==> src/hw/rtl/hdcp_pkg.sv <==
// Shared types and constants for the hex draw command parser.
// No dependencies; imported by every module of the block.
package hdcp_pkg;

	// Result kinds as delivered on the result channel
	typedef enum logic [3:0] {
		KIND_COLOR    = 4'd0,
		KIND_PIXEL    = 4'd1,
		KIND_LINE     = 4'd2,
		KIND_RECT     = 4'd3,
		KIND_FILL     = 4'd4,
		KIND_UPDATE   = 4'd5,
		KIND_QUIT     = 4'd6,
		KIND_BAD_OP   = 4'd7,
		KIND_BAD_BYTE = 4'd8,
		KIND_BAD_WORD = 4'd9
	} kind_t;

	// Decoded command handed from the parser to the formatter
	typedef struct packed {
		kind_t       kind;
		logic [15:0] word_a;
		logic [15:0] word_b;
		logic [15:0] word_c;
		logic [15:0] word_d;
	} cmd_item_t;

	// Default depth of the queue between parser and formatter
	localparam int FIFO_DEPTH_DEF = 4;

endpackage

==> src/hw/rtl/hex_draw_command_parser.sv <==
// Top level of the hex draw command parser: parser, command queue, formatter.
// Depends on hdcp_pkg, hdcp_front, hdcp_fifo and hdcp_back.
//
// Takes one character per cycle: a byte is accepted whenever the command
// queue has room, and each byte updates only the parser registers, so the
// sustained rate is one character per clock. A command result reaches the
// output register through the queue slot, written at the accepting edge,
// and the formatter register, loaded once the output side can take it. The
// queue of Depth entries lets the parser keep taking characters while the
// output side stalls. After a quit result the parser swallows every further
// byte until reset.
module hex_draw_command_parser #(
	parameter int Depth = hdcp_pkg::FIFO_DEPTH_DEF
) (
	input  logic        clk,
	input  logic        arst_n,
	input  logic        in_valid,
	output logic        in_ready,
	input  logic [7:0]  char_byte,
	output logic        out_valid,
	input  logic        out_ready,
	output logic [3:0]  result_kind,
	output logic [15:0] param_a,
	output logic [15:0] param_b,
	output logic [15:0] param_c,
	output logic [15:0] param_d,
	output logic [23:0] color_rgb
);
	import hdcp_pkg::*;

	cmd_item_t push_item, pop_item;
	logic      push, pop, full, empty, halted;
	kind_t     kind;

	hdcp_front u_front (
		.clk       (clk),
		.arst_n    (arst_n),
		.in_valid  (in_valid),
		.in_ready  (in_ready),
		.char_byte (char_byte),
		.q_full    (full),
		.q_push    (push),
		.q_item    (push_item),
		.halted    (halted)
	);

	hdcp_fifo #(.Depth(Depth)) u_fifo (
		.clk       (clk),
		.arst_n    (arst_n),
		.push      (push),
		.push_item (push_item),
		.full      (full),
		.pop       (pop),
		.pop_item  (pop_item),
		.empty     (empty)
	);

	hdcp_back u_back (
		.clk         (clk),
		.arst_n      (arst_n),
		.q_empty     (empty),
		.q_item      (pop_item),
		.q_pop       (pop),
		.out_valid   (out_valid),
		.out_ready   (out_ready),
		.result_kind (kind),
		.param_a     (param_a),
		.param_b     (param_b),
		.param_c     (param_c),
		.param_d     (param_d),
		.color_rgb   (color_rgb)
	);

	assign result_kind = kind;

	// Nothing is queued once the parser has halted after quit
	a_halt_silent: assert property (@(posedge clk) disable iff (!arst_n)
		$past(halted) && halted |-> !push)
		else $error("push after halt");

	// A push is never offered into a full queue
	a_no_overflow: assert property (@(posedge clk) disable iff (!arst_n)
		push |-> !full)
		else $error("push into full queue");

	// Color only on color results
	a_rgb_zero: assert property (@(posedge clk) disable iff (!arst_n)
		out_valid && (result_kind != KIND_COLOR) |-> color_rgb == 24'd0)
		else $error("color on non-color result");

	// Extra words zero on pixel, quit and bad-op results
	a_words_zero: assert property (@(posedge clk) disable iff (!arst_n)
		out_valid && (result_kind == KIND_PIXEL || result_kind == KIND_QUIT ||
		result_kind == KIND_BAD_OP) |-> param_c == 16'd0 && param_d == 16'd0)
		else $error("unused words not cleared");

endmodule

==> src/hw/rtl/hdcp_front.sv <==
// Character parser: classifies bytes and assembles hex fields into commands.
// Depends on hdcp_pkg; pushes one decoded command per completing byte.
module hdcp_front (
	input  logic                  clk,
	input  logic                  arst_n,
	input  logic                  in_valid,
	output logic                  in_ready,
	input  logic [7:0]            char_byte,
	input  logic                  q_full,
	output logic                  q_push,
	output hdcp_pkg::cmd_item_t   q_item,
	output logic                  halted
);
	import hdcp_pkg::*;

	typedef enum logic [1:0] {PH_IDLE, PH_FIELDS, PH_HALTED} phase_t;
	typedef enum logic [2:0] {CMD_COLOR, CMD_PIXEL, CMD_LINE, CMD_RECT, CMD_FILL} cmd_t;

	localparam logic [7:0] CH_C     = 8'h43;
	localparam logic [7:0] CH_P     = 8'h50;
	localparam logic [7:0] CH_L     = 8'h4c;
	localparam logic [7:0] CH_R     = 8'h52;
	localparam logic [7:0] CH_F     = 8'h46;
	localparam logic [7:0] CH_U     = 8'h55;
	localparam logic [7:0] CH_Q     = 8'h51;
	localparam logic [7:0] CH_SPACE = 8'h20;
	localparam logic [7:0] CH_NL    = 8'h0a;

	phase_t      phase_q, phase_d;
	cmd_t        cmd_q, cmd_d;
	logic [1:0]  fnum_q, fnum_d;
	logic [2:0]  dleft_q, dleft_d;
	logic [15:0] acc_q, acc_d;
	logic        bad_q, bad_d;
	logic [15:0] store_q [4];

	logic        fire;
	logic        is_blank;
	logic        hex_ok;
	logic [3:0]  hex_val;
	logic        field_done;
	logic [15:0] field_val;
	logic [2:0]  dleft_dec;
	logic [2:0]  nfields;
	logic        last_field;
	logic        start;
	cmd_t        start_cmd;

	assign in_ready = !q_full;
	assign fire     = in_valid && in_ready;
	assign halted   = (phase_q == PH_HALTED);
	assign is_blank = (char_byte == CH_SPACE) || (char_byte == CH_NL);

	// Decode lowercase hex digit
	always_comb begin
		hex_ok  = 1'b0;
		hex_val = 4'd0;
		if (char_byte >= 8'h30 && char_byte <= 8'h39) begin
			hex_ok  = 1'b1;
			hex_val = 4'(char_byte - 8'h30);
		end else if (char_byte >= 8'h61 && char_byte <= 8'h66) begin
			hex_ok  = 1'b1;
			hex_val = 4'(char_byte - 8'h57);
		end
	end

	assign dleft_dec  = (dleft_q != 3'd0) ? dleft_q - 3'd1 : 3'd0;
	assign nfields    = (cmd_q == CMD_COLOR) ? 3'd3 : (cmd_q == CMD_PIXEL) ? 3'd2 : 3'd4;
	assign last_field = ({1'b0, fnum_q} + 3'd1) >= nfields;
	assign field_val  = hex_ok ? {acc_q[11:0], hex_val} : 16'd0;
	assign field_done = !hex_ok || (dleft_dec == 3'd0);

	// Next-state and push decode
	always_comb begin
		phase_d   = phase_q;
		cmd_d     = cmd_q;
		fnum_d    = fnum_q;
		dleft_d   = dleft_q;
		acc_d     = acc_q;
		bad_d     = bad_q;
		q_push    = 1'b0;
		start     = 1'b0;
		start_cmd = CMD_COLOR;
		q_item.kind   = KIND_BAD_OP;
		q_item.word_a = (fnum_q == 2'd0) ? field_val : store_q[0];
		q_item.word_b = (fnum_q == 2'd1) ? field_val : store_q[1];
		q_item.word_c = (fnum_q == 2'd2) ? field_val : store_q[2];
		q_item.word_d = (fnum_q == 2'd3) ? field_val : store_q[3];
		if (fire) begin
			unique case (phase_q)
				PH_IDLE: begin
					unique case (char_byte)
						CH_C: begin start = 1'b1; start_cmd = CMD_COLOR; end
						CH_P: begin start = 1'b1; start_cmd = CMD_PIXEL; end
						CH_L: begin start = 1'b1; start_cmd = CMD_LINE; end
						CH_R: begin start = 1'b1; start_cmd = CMD_RECT; end
						CH_F: begin start = 1'b1; start_cmd = CMD_FILL; end
						CH_SPACE, CH_NL: begin end
						CH_U: begin
							q_push      = 1'b1;
							q_item.kind = KIND_UPDATE;
						end
						CH_Q: begin
							q_push      = 1'b1;
							q_item.kind = KIND_QUIT;
							phase_d     = PH_HALTED;
						end
						default: begin
							q_push      = 1'b1;
							q_item.kind = KIND_BAD_OP;
						end
					endcase
				end
				PH_FIELDS: begin
					if (!is_blank) begin
						acc_d   = field_val;
						dleft_d = hex_ok ? dleft_dec : dleft_q;
						if (!hex_ok)
							bad_d = 1'b1;
						if (field_done) begin
							acc_d = 16'd0;
							if (last_field) begin
								q_push  = 1'b1;
								phase_d = PH_IDLE;
								fnum_d  = 2'd0;
								dleft_d = 3'd0;
								if (bad_d) begin
									q_item.kind = (cmd_q == CMD_COLOR) ? KIND_BAD_BYTE
									                                    : KIND_BAD_WORD;
								end else begin
									unique case (cmd_q)
										CMD_COLOR: q_item.kind = KIND_COLOR;
										CMD_PIXEL: q_item.kind = KIND_PIXEL;
										CMD_LINE:  q_item.kind = KIND_LINE;
										CMD_RECT:  q_item.kind = KIND_RECT;
										default:   q_item.kind = KIND_FILL;
									endcase
								end
							end else begin
								fnum_d  = fnum_q + 2'd1;
								dleft_d = (cmd_q == CMD_COLOR) ? 3'd2 : 3'd4;
							end
						end
					end
				end
				default: begin end
			endcase
		end
		// Open a new command
		if (start) begin
			cmd_d   = start_cmd;
			fnum_d  = 2'd0;
			dleft_d = (start_cmd == CMD_COLOR) ? 3'd2 : 3'd4;
			acc_d   = 16'd0;
			bad_d   = 1'b0;
			phase_d = PH_FIELDS;
		end
	end

	// Hold parser state
	always_ff @(posedge clk or negedge arst_n) begin
		if (!arst_n) begin
			phase_q <= PH_IDLE;
			cmd_q   <= CMD_COLOR;
			fnum_q  <= 2'd0;
			dleft_q <= 3'd0;
			acc_q   <= 16'd0;
			bad_q   <= 1'b0;
		end else begin
			phase_q <= phase_d;
			cmd_q   <= cmd_d;
			fnum_q  <= fnum_d;
			dleft_q <= dleft_d;
			acc_q   <= acc_d;
			bad_q   <= bad_d;
		end
	end

	// Store finished fields
	always_ff @(posedge clk) begin
		if (fire && phase_q == PH_FIELDS && !is_blank && field_done)
			store_q[fnum_q] <= field_val;
	end

endmodule

==> src/hw/rtl/hdcp_fifo.sv <==
// Short queue of decoded commands between parser and formatter.
// Depends on hdcp_pkg for the item type.
module hdcp_fifo #(
	parameter int Depth = hdcp_pkg::FIFO_DEPTH_DEF
) (
	input  logic                clk,
	input  logic                arst_n,
	input  logic                push,
	input  hdcp_pkg::cmd_item_t push_item,
	output logic                full,
	input  logic                pop,
	output hdcp_pkg::cmd_item_t pop_item,
	output logic                empty
);
	import hdcp_pkg::*;

	localparam int PtrW = (Depth > 1) ? $clog2(Depth) : 1;
	localparam int CntW = $clog2(Depth + 1);

	cmd_item_t         slot_q [Depth];
	logic [PtrW-1:0]   wptr_q, rptr_q;
	logic [CntW-1:0]   count_q;

	assign full     = (count_q == CntW'(Depth));
	assign empty    = (count_q == '0);
	assign pop_item = slot_q[rptr_q];

	// Write slot
	always_ff @(posedge clk) begin
		if (push && !full)
			slot_q[wptr_q] <= push_item;
	end

	// Advance pointers and count
	always_ff @(posedge clk or negedge arst_n) begin
		if (!arst_n) begin
			wptr_q  <= '0;
			rptr_q  <= '0;
			count_q <= '0;
		end else begin
			if (push && !full)
				wptr_q <= (wptr_q == PtrW'(Depth - 1)) ? '0 : wptr_q + 1'b1;
			if (pop && !empty)
				rptr_q <= (rptr_q == PtrW'(Depth - 1)) ? '0 : rptr_q + 1'b1;
			if ((push && !full) && !(pop && !empty))
				count_q <= count_q + 1'b1;
			else if (!(push && !full) && (pop && !empty))
				count_q <= count_q - 1'b1;
		end
	end

endmodule

==> src/hw/rtl/hdcp_back.sv <==
// Result formatter: drains the command queue into the output register.
// Depends on hdcp_pkg; zeroes every field a result kind does not use.
module hdcp_back (
	input  logic                clk,
	input  logic                arst_n,
	input  logic                q_empty,
	input  hdcp_pkg::cmd_item_t q_item,
	output logic                q_pop,
	output logic                out_valid,
	input  logic                out_ready,
	output hdcp_pkg::kind_t     result_kind,
	output logic [15:0]         param_a,
	output logic [15:0]         param_b,
	output logic [15:0]         param_c,
	output logic [15:0]         param_d,
	output logic [23:0]         color_rgb
);
	import hdcp_pkg::*;

	logic        valid_q;
	kind_t       kind_q;
	logic [15:0] pa_q, pb_q, pc_q, pd_q;
	logic [23:0] rgb_q;

	assign q_pop     = !q_empty && (!valid_q || out_ready);
	assign out_valid = valid_q;

	// Hold result until taken
	always_ff @(posedge clk or negedge arst_n) begin
		if (!arst_n)
			valid_q <= 1'b0;
		else if (q_pop)
			valid_q <= 1'b1;
		else if (out_ready)
			valid_q <= 1'b0;
	end

	// Format fields per result kind
	always_ff @(posedge clk) begin
		if (q_pop) begin
			kind_q <= q_item.kind;
			pa_q   <= 16'd0;
			pb_q   <= 16'd0;
			pc_q   <= 16'd0;
			pd_q   <= 16'd0;
			rgb_q  <= 24'd0;
			case (q_item.kind)
				KIND_COLOR: rgb_q <= {q_item.word_a[7:0], q_item.word_b[7:0],
				                      q_item.word_c[7:0]};
				KIND_PIXEL: begin
					pa_q <= q_item.word_a;
					pb_q <= q_item.word_b;
				end
				KIND_LINE, KIND_RECT, KIND_FILL: begin
					pa_q <= q_item.word_a;
					pb_q <= q_item.word_b;
					pc_q <= q_item.word_c;
					pd_q <= q_item.word_d;
				end
				default: begin end
			endcase
		end
	end

	assign result_kind = kind_q;
	assign param_a     = pa_q;
	assign param_b     = pb_q;
	assign param_c     = pc_q;
	assign param_d     = pd_q;
	assign color_rgb   = rgb_q;

endmodule

==> config.mk <==
export PLATFORM = sky130hd
export DESIGN_NAME = hex_draw_command_parser
export DESIGN_NICKNAME = d
export VERILOG_FILES = /design/src/hw/rtl/hdcp_pkg.sv /design/src/hw/rtl/hex_draw_command_parser.sv /design/src/hw/rtl/hdcp_front.sv /design/src/hw/rtl/hdcp_fifo.sv /design/src/hw/rtl/hdcp_back.sv
export SDC_FILE = /design/constraint.sdc
export NUM_CORES = 1
export LEC_CHECK = 0
export BUFFER_PORTS_ARGS = -buffer_cell sky130_fd_sc_hd__buf_4
export CORE_AREA = 2 2 177 179
export CTS_CLUSTER_DIAMETER = 150
export CTS_CLUSTER_SIZE = 40
export DETAILED_ROUTE_END_ITERATION = 10
export DIE_AREA = 0 0 179 181
export GPL_TIMING_DRIVEN = 0
export PLACE_DENSITY = 0.79
export SLEW_MARGIN = 0
export SYNTH_ARGS = -nofsm -noshare
export SYNTH_HDL_FRONTEND = slang
export SYNTH_SLANG_ARGS = --single-unit
==> constraint.sdc <==
create_clock -name clk -period 15.8 [get_ports clk]
set_input_delay 2.37 -clock clk [delete_from_list [all_inputs] [get_ports clk]]
set_output_delay 2.37 -clock clk [all_outputs]
set_load 0.05 [all_outputs]
==> summary.txt <==
outcome - finished clean
placed inst area - 19,600 um2
Seq/Total Area, Yosys - 75.1%
Detailed Route Iter0 Violations - 749
die width - 179 um
DR WL/cell - 22.7 um
Reg power frac - 50.9%
cts repair resizes - 0
vias per std cell - 5.96
switching share of power - 33.1%
Hold Path Class - flop to flop
Worst setup SP type - input port
number of global-route vias before repair - 8,822
htree depth - 1
Setup crit end kind - flop
Post-CTS Setup Bufs - 0
clk slew on worst S/H paths - 0.12 ns
number of synthesized flops with an enable pin - 428
Worst-Skew Late Latency - 0.53 ns
Post-CTS Hold Buffers - 0
synthesized area - 18,100 um2
Synth-to-Final Area Change - 10.4%
pwr dens - 169 nW/um2
Int Power - 2270 uW
Yosys cell types - 65
gp weighted congestion - 0.801
final-report hold violation count - 0
setup tns final - 0 ns
drc violations - 0
overall power after layout - 3390 uW
clock net sink count - 459
Routed Wire Length - 33,600 um
R2R Path Start - u_front.fnum_q[0]
via count - 8,826
most common library cells after synthesis - edfxtp_1, and2_1, mux4_2
largest cells by area after synthesis - edfxtp_1, mux4_2, dfrtp_1
maximum net fanout on the critical path - 8
worst reg2reg setup slack - 12.55 ns
fill count - 1,950
most common cell in the netlist - edfxtp_1
CORE AREA - 30,300 um2
Data required, critical path - 16.25 ns
fmax - 0.201 GHz
synthesized flop and latch total - 459
# rows - 64
initial antenna violation count - 0
Reg area - 13,600 um2
GRT overflow - 0
crit path DAT - 5.42 ns
final setup vio count - 0
worst-case clock buffer depth - 3
Worst Setup SP - char_byte[1]
leakage power - 0.00698 uW
Synth top area share - 70.9%
Max-cap violations - 0
unrepaired setup endpoints after global routing - no
Synthesized Nets - 985
clock buffer count from CTS - 15
r2r endpoint - u_fifo.count_q[2]
Avg Cell Area, Syn - 19.0 um2
Die ar. - 32,400 um2
Tmin final - 4.97 ns
end of the critical path - u_fifo.count_q[2]
DRT antenna net count - 0
Setup Skew - 0.0251 ns
layout cell share with drive strength beyond 1 - 26.3%
CTS root buf - clkbuf_16
Slew Limit Fails - 0
# port buffers - 104
Clk pwr share - 15.1%
Total GRT Usage - 21.2%
# IOs - 106
Synth area leader - edfxtp_1
Final Cell Area - 20,000 um2
HPWL Detailed - 22,000 um
Mapped Cells - 953
Post-layout nets - 1,113
area of the multi-input gates - 4220 um2
period utilization - 31.5%
Worst Reg-to-Reg Cells - 12
global-route wire length before repair - 51,700 um
Post-synth ARST share - 6.75%
die height - 181 um
drt first pass iters - 5
relative slew slack - 29.3%
CTS tree - done
Antenna Cells - 0
Peak VDD IR - 0.0000905 V
kind of critical path - input port to flop
Comb pwr share - 34.1%
Sw Pwr - 1120 uW
Starting Density - 59.8%
top_reg_cell synth - edfxtp_1
largest net degree at the start of global routing - 51
Worst Tran Pin Value - 1.05 ns
Synth Warn # - 0
[cell type report]
class	count	share of cell area, %
repair buffers	111	4.75
multi-input cells	422	21.1
clock buffers	19	1.95
clock inverters	1	0.150
plain buffers	47	1.07
well taps	396	2.47
inverters	25	0.469
flip-flops and latches	459	68.1
[power by group through the flow]
stage	sequential, uW	combinational [uW]	clock, uW
2_1_floorplan	1980	591	0
3_3_place_gp	1780	1110	0
3_5_place_dp	1750	1170	0
4_1_cts	1730	1170	520
5_1_grt	1750	1240	558
6_report	1730	1160	511
[how the worst min path moves through the flow]
stage,start,endpoint,slack [ns],cells after the start
5_1_grt,u_front.phase_q[1],u_front.phase_q[1],0.49,1
2_1_floorplan,u_front.phase_q[1],u_front.phase_q[1],0.43,1
4_1_cts,u_front.phase_q[1],u_front.phase_q[1],0.48,1
6_report,u_front.phase_q[1],u_front.phase_q[1],0.47,1
3_3_place_gp,u_front.phase_q[1],u_front.phase_q[1],0.44,1
3_5_place_dp,u_front.phase_q[1],u_front.phase_q[1],0.45,1
[placed cells by master, fill, tap and decap left out, types with 3 or more instances in the layout]
cell	n
a21o_1	5
a21oi_1	24
a22o_1	13
and2_1	71
and2_4	4
and3_1	6
and3b_1	3
buf_1	3
buf_12	3
buf_16	4
buf_2	16
buf_4	107
clkbuf_1	28
clkbuf_16	15
dfrtp_1	31
edfxtp_1	428
ha_1	19
inv_1	25
mux2_2	52
mux4_2	68
nand2_1	9
nand2b_1	3
nand3_1	6
nor2_1	41
nor2b_1	30
nor3_1	4
nor4_1	3
o21ai_0	9
xor2_1	4
[worst max-delay path, stage by stage]
cell	delay (ns)
buf_4	0.13
inv_1	0.06
ha_1	0.27
and3b_1	0.21
o21ai_1	0.36
nand3_1	0.36
o31ai_4	0.48
ha_1	0.28
inv_1	0.06
fa_1	0.37
xor2_1	0.17
nor2_1	0.11
xor2_1	0.17
[logic make-up (layout without fill, tap and decap cells)]
kind of cell	count (synthesis)	after routing	share of synthesized area, %
mux	124	124	11.9
xor+xnor	5	5	0.241
compound gates	74	74	3.00
simple gates	199	199	6.53
buf+inv	72	203	1.70
fa+ha+maj	20	20	1.42
flops	459	459	75.1
[layer usage]
layer / part of all wire, % / wire, um / up-vias / GRT usage (%)
met5: 0 / 0 / - / 0
met4: 2.0 / 657 / 0 / 4.72
met3: 6.6 / 2200 / 44 / 2.50
met2: 49 / 16500 / 344 / 34.7
met1: 42 / 14200 / 4505 / 31.3
li1: - / - / 3933 / -
[stage by stage]
| stage | std cells | util (%) | hold WS [ns] | worst slack [ns] |
|---|---|---|---|---|
| 5_1_grt | 1480 | 66.0 | 0.487 | 10.61 |
| 4_1_cts | 1480 | 66.0 | 0.477 | 10.87 |
| 2_1_floorplan | 953 | - | 0.428 | 7.35 |
| 6_report | 1480 | 66.0 | 0.473 | 10.83 |
| 3_5_place_dp | 1460 | 64.6 | 0.449 | 10.32 |
| 3_3_place_gp | 1453 | 64.0 | 0.441 | 5.28 |
[sequential cells by signal (all words and copies together), names as in the netlist]
name and count:
u_back.out_valid 1, u_front.fnum_q 2, u_fifo.rptr_q 2, u_back.result_kind 4
u_fifo.wptr_q 2, u_front.dleft_q 3, u_back.param_d 16, u_back.param_b 16
u_back.color_rgb 24, u_fifo.count_q 3, u_back.param_a 16, u_back.param_c 16
u_front.cmd_q 3, u_front.store_q 64, u_front.bad_q 1, u_fifo.slot_q 272
u_front.phase_q 2, u_front.acc_q 12
Power figures use the tool's default switching activity.
